$ cat config.mk
export PLATFORM = sky130hd
export DESIGN_NAME = selective_repeat_receiver_window_top_flat
export DESIGN_NICKNAME = d
export VERILOG_FILES = /design/src/hdl/srrw_pkg.sv /design/src/hdl/srrw_ifs.sv /design/src/hdl/selective_repeat_receiver_window_top.sv /design/src/hdl/srrw_front.sv /design/src/hdl/srrw_back.sv /design/src/flat_wrapper.sv
export VERILOG_INCLUDE_DIRS = /design/src /design/src/hdl
export SDC_FILE = /design/constraint.sdc
export NUM_CORES = 1
export LEC_CHECK = 0
export BUFFER_PORTS_ARGS = -buffer_cell sky130_fd_sc_hd__buf_4
export CORE_UTILIZATION = 45
export DETAILED_ROUTE_END_ITERATION = 8
export SLEW_MARGIN = 20
export SYNTH_ARGS = -nofsm -noshare
export SYNTH_HDL_FRONTEND = slang
export SYNTH_SLANG_ARGS = --single-unit
$ cat constraint.sdc
create_clock -name i_clk -period 23.1 [get_ports i_clk]
set_clock_uncertainty 0.2 [all_clocks]
set_input_delay 1.155 -clock i_clk [delete_from_list [all_inputs] [get_ports i_clk]]
set_output_delay 1.155 -clock i_clk [all_outputs]
set_load 0.02 [all_outputs]
$ cat src/hdl/assert_macros.svh
// Assertion macros shared by the selective-repeat receiver window modules.
// Depends on nothing; included by each module file that asserts.
`ifndef ASSERT_MACROS_SVH
`define ASSERT_MACROS_SVH

// Condition holds at every clock edge outside reset.
`define SRRW_ASSERT_ALWAYS(lbl, clk, rst_n, cond) \
    lbl: assert property (@(posedge clk) disable iff (!rst_n) (cond)) \
        else $error("selective repeat window assertion failed");

// Antecedent implies consequent in the same cycle.
`define SRRW_ASSERT_IMPL(lbl, clk, rst_n, ante, cons) \
    lbl: assert property (@(posedge clk) disable iff (!rst_n) (ante) |-> (cons)) \
        else $error("selective repeat window assertion failed");

// Antecedent implies consequent in the next cycle.
`define SRRW_ASSERT_NEXT(lbl, clk, rst_n, ante, cons) \
    lbl: assert property (@(posedge clk) disable iff (!rst_n) (ante) |=> (cons)) \
        else $error("selective repeat window assertion failed");

`endif

$ cat src/hdl/srrw_pkg.sv
// Types, constants and helper functions of the selective-repeat receiver window.
// Depends on nothing; used by the interfaces and every module.
package srrw_pkg;

    localparam int SEQ_W       = 16;
    localparam int PLEN_W      = 10;
    localparam int WINDOW_MAX  = 32;
    localparam int WIN_CFG_W   = 6;
    localparam int IDX_W       = $clog2(WINDOW_MAX);
    localparam int ONES_W      = $clog2(WINDOW_MAX + 1);
    localparam int SEL_W       = 32;

    localparam logic [PLEN_W-1:0] CHUNK_BYTES = PLEN_W'(1000);
    localparam logic              OP_SEGMENT  = 1'b0;
    localparam logic              OP_TIMEOUT  = 1'b1;

    typedef logic [SEQ_W-1:0]      t_seq;
    typedef logic [WINDOW_MAX-1:0] t_map;

    typedef enum logic [1:0] {
        ST_RECEIVING = 2'd0,
        ST_LINGER    = 2'd1,
        ST_FINISHED  = 2'd2,
        ST_FAILED    = 2'd3
    } t_status;

    typedef struct packed {
        logic timeout;
        t_seq seq;
        logic short_seg;
    } t_cmd;

    typedef struct packed {
        logic valid;
        t_cmd cmd;
    } t_cmd_port;

    typedef struct packed {
        logic             ack_valid;
        t_seq             ack_base;
        logic [SEL_W-1:0] sack_bits;
        logic             store_payload;
        t_status          status;
    } t_result;

    function automatic logic [ONES_W-1:0] trailing_ones(input t_map v);
        logic [ONES_W-1:0] cnt;
        cnt = ONES_W'(WINDOW_MAX);
        for (int i = WINDOW_MAX - 1; i >= 0; i--) begin
            if (!v[i]) begin
                cnt = ONES_W'(i);
            end
        end
        return cnt;
    endfunction

endpackage

$ cat src/hdl/srrw_ifs.sv
// Valid/ready channel interfaces for segment words in and acknowledgement words out.
// Depends on srrw_pkg.
interface srrw_seg_if import srrw_pkg::*; ();
    logic              valid;
    logic              ready;
    logic              operation;
    logic [SEQ_W-1:0]  seq_num;
    logic [PLEN_W-1:0] payload_len;

    modport source (output valid, operation, seq_num, payload_len, input ready);
    modport sink (input valid, operation, seq_num, payload_len, output ready);
endinterface

interface srrw_ack_if import srrw_pkg::*; ();
    logic             valid;
    logic             ready;
    logic             ack_valid;
    logic [SEQ_W-1:0] ack_base;
    logic [SEL_W-1:0] sack_bits;
    logic             store_payload;
    logic [1:0]       status;

    modport source (output valid, ack_valid, ack_base, sack_bits, store_payload, status,
                    input ready);
    modport sink (input valid, ack_valid, ack_base, sack_bits, store_payload, status,
                  output ready);
endinterface

$ cat src/hdl/selective_repeat_receiver_window_top.sv
// Sustains one segment or timeout word per clock cycle while the ack sink reads. An accepted
// word's result is registered once it heads the queue and the output register is empty or being
// read. The rate rests on the combinational back-end window update, which sets the received
// bit, finds the first missing sequence number and slides the bitmap in one step. The queue
// between front and back holds QUEUE_DEPTH words and lets each side stall independently. No
// clearing pass follows reset. Write window_size only while no word is in flight.
// Top level of the selective-repeat receiver window; depends on srrw_pkg, srrw_ifs,
// srrw_front and srrw_back.
module selective_repeat_receiver_window_top
    import srrw_pkg::*;
#(
    parameter int QUEUE_DEPTH = 2
) (
    input  logic                 i_clk,
    input  logic                 i_rst_n,
    input  logic                 i_cfg_we,
    input  logic [WIN_CFG_W-1:0] i_cfg_wdata,
    srrw_seg_if.sink             i_seg,
    srrw_ack_if.source           o_ack
);

    t_cmd_port head;
    logic      pop;

    srrw_front #(
        .DEPTH (QUEUE_DEPTH)
    ) u_front (
        .i_clk   (i_clk),
        .i_rst_n (i_rst_n),
        .i_seg   (i_seg),
        .i_pop   (pop),
        .o_head  (head)
    );

    srrw_back u_back (
        .i_clk       (i_clk),
        .i_rst_n     (i_rst_n),
        .i_cfg_we    (i_cfg_we),
        .i_cfg_wdata (i_cfg_wdata),
        .i_head      (head),
        .o_pop       (pop),
        .o_ack       (o_ack)
    );

endmodule

$ cat src/hdl/srrw_front.sv
// Front end: accepts segment words, classifies them and queues the commands.
// Depends on srrw_pkg, srrw_ifs and assert_macros.svh.
`include "assert_macros.svh"

module srrw_front
    import srrw_pkg::*;
#(
    parameter int DEPTH = 2
) (
    input  logic        i_clk,
    input  logic        i_rst_n,
    srrw_seg_if.sink    i_seg,
    input  logic        i_pop,
    output t_cmd_port   o_head
);

    localparam int PTR_W = $clog2(DEPTH);
    localparam int CNT_W = $clog2(DEPTH + 1);

    t_cmd              r_mem [DEPTH];
    logic [PTR_W-1:0]  r_wr_ptr;
    logic [PTR_W-1:0]  r_rd_ptr;
    logic [CNT_W-1:0]  r_count;
    logic [PTR_W-1:0]  n_wr_ptr;
    logic [PTR_W-1:0]  n_rd_ptr;
    logic [CNT_W-1:0]  n_count;
    logic              push;
    t_cmd              cmd_in;

    assign i_seg.ready = (r_count < CNT_W'(DEPTH));
    assign push        = i_seg.valid && i_seg.ready;

    always_comb begin
        cmd_in.timeout   = (i_seg.operation == OP_TIMEOUT);
        cmd_in.seq       = i_seg.seq_num;
        cmd_in.short_seg = (i_seg.payload_len < CHUNK_BYTES);
    end

    always_comb begin
        n_wr_ptr = r_wr_ptr;
        n_rd_ptr = r_rd_ptr;
        n_count  = r_count;
        if (push) begin
            n_wr_ptr = (r_wr_ptr == PTR_W'(DEPTH - 1)) ? '0 : r_wr_ptr + PTR_W'(1);
        end
        if (i_pop) begin
            n_rd_ptr = (r_rd_ptr == PTR_W'(DEPTH - 1)) ? '0 : r_rd_ptr + PTR_W'(1);
        end
        if (push && !i_pop) begin
            n_count = r_count + CNT_W'(1);
        end else if (!push && i_pop) begin
            n_count = r_count - CNT_W'(1);
        end
    end

    always_ff @(posedge i_clk) begin
        if (!i_rst_n) begin
            r_wr_ptr <= '0;
            r_rd_ptr <= '0;
            r_count  <= '0;
        end else begin
            r_wr_ptr <= n_wr_ptr;
            r_rd_ptr <= n_rd_ptr;
            r_count  <= n_count;
        end
    end

    always_ff @(posedge i_clk) begin
        if (push) begin
            r_mem[r_wr_ptr] <= cmd_in;
        end
    end

    assign o_head.valid = (r_count != '0);
    assign o_head.cmd   = r_mem[r_rd_ptr];

    `SRRW_ASSERT_ALWAYS(a_count_bound, i_clk, i_rst_n, r_count <= CNT_W'(DEPTH))
    `SRRW_ASSERT_IMPL(a_no_pop_empty, i_clk, i_rst_n, i_pop, r_count != '0)
    `SRRW_ASSERT_NEXT(a_pop_drains, i_clk, i_rst_n, i_pop && !push,
                      r_count == $past(r_count) - CNT_W'(1))

endmodule

$ cat src/hdl/srrw_back.sv
// Back end: applies queued commands to the receive window and registers the result word.
// Depends on srrw_pkg, srrw_ifs and assert_macros.svh.
`include "assert_macros.svh"

module srrw_back
    import srrw_pkg::*;
(
    input  logic                 i_clk,
    input  logic                 i_rst_n,
    input  logic                 i_cfg_we,
    input  logic [WIN_CFG_W-1:0] i_cfg_wdata,
    input  t_cmd_port            i_head,
    output logic                 o_pop,
    srrw_ack_if.source           o_ack
);

    logic [WIN_CFG_W-1:0] r_win;
    t_seq                 r_base;
    t_map                 r_bitmap;
    t_seq                 r_final_seq;
    logic                 r_final_known;
    t_status              r_status;
    logic                 r_out_valid;
    t_result              r_res;

    logic [WIN_CFG_W-1:0] n_win;
    t_seq                 n_base;
    t_map                 n_bitmap;
    t_seq                 n_final_seq;
    logic                 n_final_known;
    t_status              n_status;
    logic                 n_out_valid;
    t_result              n_res;

    logic                 step;
    logic                 done;
    logic                 seg_live;
    t_seq                 off;
    logic                 in_win;
    logic                 is_new;
    t_map                 set_map;
    logic [ONES_W-1:0]    ones;
    logic                 complete;

    assign step  = i_head.valid && (!r_out_valid || o_ack.ready);
    assign o_pop = step;
    assign done  = (r_status == ST_FINISHED) || (r_status == ST_FAILED);

    always_comb begin
        if (i_cfg_wdata == '0) begin
            n_win = WIN_CFG_W'(1);
        end else if (i_cfg_wdata > WIN_CFG_W'(WINDOW_MAX)) begin
            n_win = WIN_CFG_W'(WINDOW_MAX);
        end else begin
            n_win = i_cfg_wdata;
        end
    end

    always_comb begin
        seg_live = !done && !i_head.cmd.timeout;
        off      = i_head.cmd.seq - r_base;
        in_win   = (off < SEQ_W'(r_win));
        is_new   = seg_live && in_win && !r_bitmap[off[IDX_W-1:0]];
        set_map  = r_bitmap | (is_new ? (t_map'(1) << off[IDX_W-1:0]) : '0);
        ones     = trailing_ones(set_map);
        if (seg_live && in_win) begin
            n_bitmap = set_map >> ones;
            n_base   = r_base + SEQ_W'(ones);
        end else begin
            n_bitmap = r_bitmap;
            n_base   = r_base;
        end
        if (is_new && i_head.cmd.short_seg) begin
            n_final_seq   = i_head.cmd.seq;
            n_final_known = 1'b1;
        end else begin
            n_final_seq   = r_final_seq;
            n_final_known = r_final_known;
        end
        complete = n_final_known && ((n_final_seq - n_base) >= SEQ_W'(WINDOW_MAX));
    end

    always_comb begin
        n_status = r_status;
        unique case (r_status)
            ST_FINISHED, ST_FAILED: begin
                n_status = r_status;
            end
            ST_RECEIVING, ST_LINGER: begin
                if (i_head.cmd.timeout) begin
                    n_status = (r_status == ST_LINGER) ? ST_FINISHED : ST_FAILED;
                end else begin
                    n_status = complete ? ST_LINGER : ST_RECEIVING;
                end
            end
        endcase
    end

    always_comb begin
        n_res.ack_valid     = seg_live;
        n_res.ack_base      = n_base;
        n_res.sack_bits     = SEL_W'({1'b0, n_bitmap[WINDOW_MAX-1:1]});
        n_res.store_payload = is_new;
        n_res.status        = n_status;
        if (step) begin
            n_out_valid = 1'b1;
        end else if (o_ack.ready) begin
            n_out_valid = 1'b0;
        end else begin
            n_out_valid = r_out_valid;
        end
    end

    always_ff @(posedge i_clk) begin
        if (!i_rst_n) begin
            r_win         <= WIN_CFG_W'(WINDOW_MAX);
            r_base        <= '0;
            r_bitmap      <= '0;
            r_final_seq   <= '0;
            r_final_known <= 1'b0;
            r_status      <= ST_RECEIVING;
            r_out_valid   <= 1'b0;
        end else begin
            if (i_cfg_we) begin
                r_win <= n_win;
            end
            if (step) begin
                r_base        <= n_base;
                r_bitmap      <= n_bitmap;
                r_final_seq   <= n_final_seq;
                r_final_known <= n_final_known;
                r_status      <= n_status;
            end
            r_out_valid <= n_out_valid;
        end
    end

    always_ff @(posedge i_clk) begin
        if (step) begin
            r_res <= n_res;
        end
    end

    assign o_ack.valid         = r_out_valid;
    assign o_ack.ack_valid     = r_res.ack_valid;
    assign o_ack.ack_base      = r_res.ack_base;
    assign o_ack.sack_bits     = r_res.sack_bits;
    assign o_ack.store_payload = r_res.store_payload;
    assign o_ack.status        = r_res.status;

    `SRRW_ASSERT_ALWAYS(a_base_bit_clear, i_clk, i_rst_n, !r_bitmap[0])
    `SRRW_ASSERT_NEXT(a_finished_holds, i_clk, i_rst_n, r_status == ST_FINISHED,
                      r_status == ST_FINISHED)
    `SRRW_ASSERT_NEXT(a_failed_holds, i_clk, i_rst_n, r_status == ST_FAILED,
                      r_status == ST_FAILED)
    `SRRW_ASSERT_IMPL(a_store_needs_ack, i_clk, i_rst_n, r_out_valid && r_res.store_payload,
                      r_res.ack_valid)

endmodule

$ cat src/flat_wrapper.sv
// flat-port wrapper written by rule: the top's interface ports become plain ports
module selective_repeat_receiver_window_top_flat import srrw_pkg::*;
#(
    parameter int QUEUE_DEPTH = 2
)
  (i_clk, i_rst_n, i_cfg_we, i_cfg_wdata, i_seg_valid, i_seg_operation, i_seg_seq_num, i_seg_payload_len, i_seg_ready, o_ack_valid, o_ack_ack_valid, o_ack_ack_base, o_ack_sack_bits, o_ack_store_payload, o_ack_status, o_ack_ready);
  srrw_seg_if i_seg_i ();
  srrw_ack_if o_ack_i ();
  input  logic i_clk;
  input  logic i_rst_n;
  input  logic i_cfg_we;
  input  logic [WIN_CFG_W-1:0] i_cfg_wdata;
  input wire logic [$bits(i_seg_i.valid)-1:0] i_seg_valid;
  input wire logic [$bits(i_seg_i.operation)-1:0] i_seg_operation;
  input wire logic [$bits(i_seg_i.seq_num)-1:0] i_seg_seq_num;
  input wire logic [$bits(i_seg_i.payload_len)-1:0] i_seg_payload_len;
  output wire logic [$bits(i_seg_i.ready)-1:0] i_seg_ready;
  output wire logic [$bits(o_ack_i.valid)-1:0] o_ack_valid;
  output wire logic [$bits(o_ack_i.ack_valid)-1:0] o_ack_ack_valid;
  output wire logic [$bits(o_ack_i.ack_base)-1:0] o_ack_ack_base;
  output wire logic [$bits(o_ack_i.sack_bits)-1:0] o_ack_sack_bits;
  output wire logic [$bits(o_ack_i.store_payload)-1:0] o_ack_store_payload;
  output wire logic [$bits(o_ack_i.status)-1:0] o_ack_status;
  input wire logic [$bits(o_ack_i.ready)-1:0] o_ack_ready;
  assign i_seg_i.valid = i_seg_valid;
  assign i_seg_i.operation = i_seg_operation;
  assign i_seg_i.seq_num = i_seg_seq_num;
  assign i_seg_i.payload_len = i_seg_payload_len;
  assign i_seg_ready = i_seg_i.ready;
  assign o_ack_valid = o_ack_i.valid;
  assign o_ack_ack_valid = o_ack_i.ack_valid;
  assign o_ack_ack_base = o_ack_i.ack_base;
  assign o_ack_sack_bits = o_ack_i.sack_bits;
  assign o_ack_store_payload = o_ack_i.store_payload;
  assign o_ack_status = o_ack_i.status;
  assign o_ack_i.ready = o_ack_ready;
  selective_repeat_receiver_window_top #(.QUEUE_DEPTH(QUEUE_DEPTH)) u_core (.i_clk(i_clk), .i_rst_n(i_rst_n), .i_cfg_we(i_cfg_we), .i_cfg_wdata(i_cfg_wdata), .i_seg(i_seg_i), .o_ack(o_ack_i));
endmodule
==> reports/metrics.cfg <==
[die]
core-area_um2=26100
placementRows=59
dieHeight_um=165
design.portCount=92
die_outline_area_um2=27300
start_util_pct=45.9
die_width_um=165

[clocking]
total_clock_buffers_created_by_cts=17
ctsHoldBuffers=0
postCtsSetupRepairBufs=0
htree_num_levels=4
tritoncts=yes
clock_tree.buffer_depth=2
cts.root.buffer_cell=sky130_fd_sc_hd__clkbuf_16
clkTransAtPathRegs_ns=0.08
clkLatencyLatePin_ns=0.46
cts_repair_resize_count=0
clock_sinks=166

[timing]
final.period_utilization_pct=53.9
fin_crit_period_ns=12.45
timing.hold.ws_ns=0.286
timing_max_transition_violations_final=0
report.final.hold_viol_count=0
fin_tns_setup_ns=0
rsz0062_at_grt=false
slew_headroom_pct=25.2
setup_viol=0
fmax_mhz=80.3
max_slew.worst_pin.slew_ns=1.12

[place]
port_buffers=87
place.detailed.hpwl_um=28700
gp_congestion=0.931

[power_and_ir_drop]
clock_power_share_pct=27.2
switching_power_share_of_the_total_pct=41.8
power_frac_seq_pct=34.0
peakVddDrop_mv=0.0519
power.density_nw_per_um2=86.6
power_switching_w=0.000488
intPower_w=0.000680
static-leakage-power_nw=5.26
p_comb_share_pct=38.8
power.total_w=0.00117

[min_path]
worst_hold_path_type=register to register

[flow_run]
max-cap-violations=0

[worst_setup_path]
timing.critical_path.fanout_max=23
timing.critical_path.mode_cell=sky130_fd_sc_hd__nor4_1
worst_path_largest_cell_delay_ns=0.61
worst_setup_path_start_kind=register
cp-end-kind=register
crit_slowest_cell=sky130_fd_sc_hd__a211o_2
wp_data_arrival_ns=12.46
cp_data_required_time_ns=23.11
timing.setup.critical_path_class=register to register

[logic_synthesis]
synth_area_um2=12000
synth_nets=1444
synth.largest_area_cell=sky130_fd_sc_hd__edfxtp_1
ys_seq_area_share_pct=35.0
synth_async_sr_flop_share_pct=0
ys_top_cells_by_area=sky130_fd_sc_hd__edfxtp_1 22%, sky130_fd_sc_hd__dfxtp_1 13%, sky130_fd_sc_hd__mux2i_1 5.8%
ys_seq_elements=166
synth_top_area_share_pct=21.8
post_synth_edffs=87
synth_cell_type_count=99
syn-instance-count=1360
ys.warnings.count=0
postSynthAreaPerCell_um2=8.82
ys.flop_type=sky130_fd_sc_hd__edfxtp_1

[finish]
finish.utilization_pct=51.6
final_layout_size_suffix_gt1_share_pct=15.1
layout.nets=1491
num_antenna_cells=0
syn2layout_area_growth_pct=12.5

[global_routing]
wire_length_of_the_first_global_routing_pass_um=59700
grt_max_degree=63
grt.overflow.total=0
gr-usage-all-layers_pct=29.3
grt_antenna_before_repair=0
grt_pass1_vias=10000

[status]
failed_checks=design-rule violations
run_status=finished with violations

[route]
drt_iter0_drc=1329
postRouteWirelength_um=39200
drt-vias-per-instance=6.24
routed_wire_length_per_instance_um=22.4
detail_route.first_pass.iterations=8
drc_errors=10
detailroute.via_count=11000
antenna_violation_net_count_after_detailed_routing=0

registers in the layout, indices dropped and copies added, names as in the netlist, 2 cells and up, named ones only:
name                           count
u_core.u_back.o_ack.status         2
u_core.u_back.r_base              16
u_core.u_back.o_ack.ack_base      16
u_core.u_back.r_status             2
u_core.u_front.r_count             2
u_core.u_back.r_bitmap            32
u_core.u_back.o_ack.sack_bits     31
u_core.u_back.r_final_seq         16
u_core.u_back.r_win                6
u_core.u_front.r_mem              36
area by class of cell:
class	instances	area, µm²
inverter	85	322
fill	2507	12600
tap	335	419
timing repair buffer	109	818
clock inverter	15	214
multi-input combinational	1028	7100
sequential	166	4190
clock buffer	17	425
power by group through the flow:
stage | clock, W | combinational (W) | sequential [W]
after global placement | 0 | 0.000443 | 0.000403
after detailed placement | 0 | 0.000446 | 0.000405
after floorplan | 0 | 0.000242 | 0.000453
after global routing | 0.000332 | 0.000490 | 0.000404
after CTS | 0.000322 | 0.000448 | 0.000399
final | 0.000318 | 0.000453 | 0.000397
cells by family after synthesis:
group,Yosys count,share of synthesized area (%)
mux,107,10.4
simple gates,437,17.7
compound gates,400,23.3
fa+ha+maj,46,4.98
other cells,1,0.0313
buf+inv,166,5.91
xor+xnor,37,2.70
flops,166,35.0
worst max-delay path, delay by kind of cell (launching register included):
kind	cells	cell delay, ns
flops	1	0.31
xor+xnor	1	0.20
compound gates	10	2.20
mux	1	0.36
fa+ha+maj	5	1.66
buf+inv	6	1.43
simple gates	20	5.85
stage by stage:
step	setup slack, ns	cells	cell area (µm²)
after detailed placement	10.83	1723	12900
after global placement	10.82	1723	12900
after CTS	10.79	1755	13500
final	10.65	1755	13500
after global routing	9.59	1755	13500
after floorplan	13.09	1360	12000
Yosys cell counts (14+ instances only):
master,n
sky130_fd_sc_hd__and3_1,16
sky130_fd_sc_hd__or3_1,16
sky130_fd_sc_hd__o22ai_1,14
sky130_fd_sc_hd__ha_1,43
sky130_fd_sc_hd__o21ai_0,75
sky130_fd_sc_hd__mux2i_1,69
sky130_fd_sc_hd__edfxtp_1,87
sky130_fd_sc_hd__inv_1,80
sky130_fd_sc_hd__xnor2_1,29
sky130_fd_sc_hd__nand4_1,14
sky130_fd_sc_hd__o31ai_1,16
sky130_fd_sc_hd__dfxtp_1,79
sky130_fd_sc_hd__nor3_1,27
sky130_fd_sc_hd__a211oi_1,29
sky130_fd_sc_hd__nand2_1,133
sky130_fd_sc_hd__a21oi_1,74
sky130_fd_sc_hd__o211ai_1,15
sky130_fd_sc_hd__clkbuf_1,49
sky130_fd_sc_hd__nand3_1,32
sky130_fd_sc_hd__a21o_1,25
sky130_fd_sc_hd__buf_2,15
sky130_fd_sc_hd__nor4_1,15
sky130_fd_sc_hd__nor2_1,118
sky130_fd_sc_hd__mux2_2,25
path summary, 6_finish.rpt:
path / start / to / slack, ns / cells after the start
max: register / u_core.u_back.o_ack.status[0]$_DFFE_PP_ / 10.65 / 43
min: u_core.u_back.r_final_known$_SDFFE_PN0P_ / u_core.u_back.r_final_known$_SDFFE_PN0P_ / 0.29 / 2
max reg2reg: register / u_core.u_back.o_ack.status[0]$_DFFE_PP_ / 10.65 / 43
min reg2reg: u_core.u_back.r_final_known$_SDFFE_PN0P_ / u_core.u_back.r_final_known$_SDFFE_PN0P_ / 0.29 / 2
per-layer routing:
metal	global-route usage (%)	vias up	share of wire (%)	routed length, µm
met5	0	-	0	0
met4	9.09	0	2.8	1100
met3	8.44	75	10	4100
met2	40.4	524	40	15600
met1	43.3	5191	47	18500
li1	-	5166	-	-
cell usage in the layout (no fill, tap or decap), types with 6 or more instances in the layout:
master / n
sky130_fd_sc_hd__a211oi_1: 29
sky130_fd_sc_hd__a21boi_0: 7
sky130_fd_sc_hd__a21o_1: 25
sky130_fd_sc_hd__a21oi_1: 74
sky130_fd_sc_hd__a22o_1: 13
sky130_fd_sc_hd__a22oi_1: 12
sky130_fd_sc_hd__a31oi_1: 10
sky130_fd_sc_hd__a41o_1: 9
sky130_fd_sc_hd__a41oi_1: 6
sky130_fd_sc_hd__and2_1: 13
sky130_fd_sc_hd__and3_1: 16
sky130_fd_sc_hd__buf_4: 109
sky130_fd_sc_hd__clkbuf_16: 17
sky130_fd_sc_hd__clkinv_8: 6
sky130_fd_sc_hd__dfxtp_1: 79
sky130_fd_sc_hd__edfxtp_1: 87
sky130_fd_sc_hd__ha_1: 43
sky130_fd_sc_hd__inv_1: 78
sky130_fd_sc_hd__mux2_2: 25
sky130_fd_sc_hd__mux2i_1: 69
sky130_fd_sc_hd__mux4_2: 10
sky130_fd_sc_hd__nand2_1: 133
sky130_fd_sc_hd__nand2b_1: 13
sky130_fd_sc_hd__nand3_1: 32
sky130_fd_sc_hd__nand4_1: 14
sky130_fd_sc_hd__nor2_1: 116
sky130_fd_sc_hd__nor2b_1: 8
sky130_fd_sc_hd__nor3_1: 27
sky130_fd_sc_hd__nor4_1: 15
sky130_fd_sc_hd__o2111ai_1: 6
sky130_fd_sc_hd__o211ai_1: 15
sky130_fd_sc_hd__o21a_1: 9
sky130_fd_sc_hd__o21ai_0: 75
sky130_fd_sc_hd__o21ai_1: 7
sky130_fd_sc_hd__o22ai_1: 14
sky130_fd_sc_hd__o31ai_1: 16
sky130_fd_sc_hd__or3_1: 16
sky130_fd_sc_hd__xnor2_1: 29
sky130_fd_sc_hd__xor2_1: 8
Power figures use the tool's default switching activity.
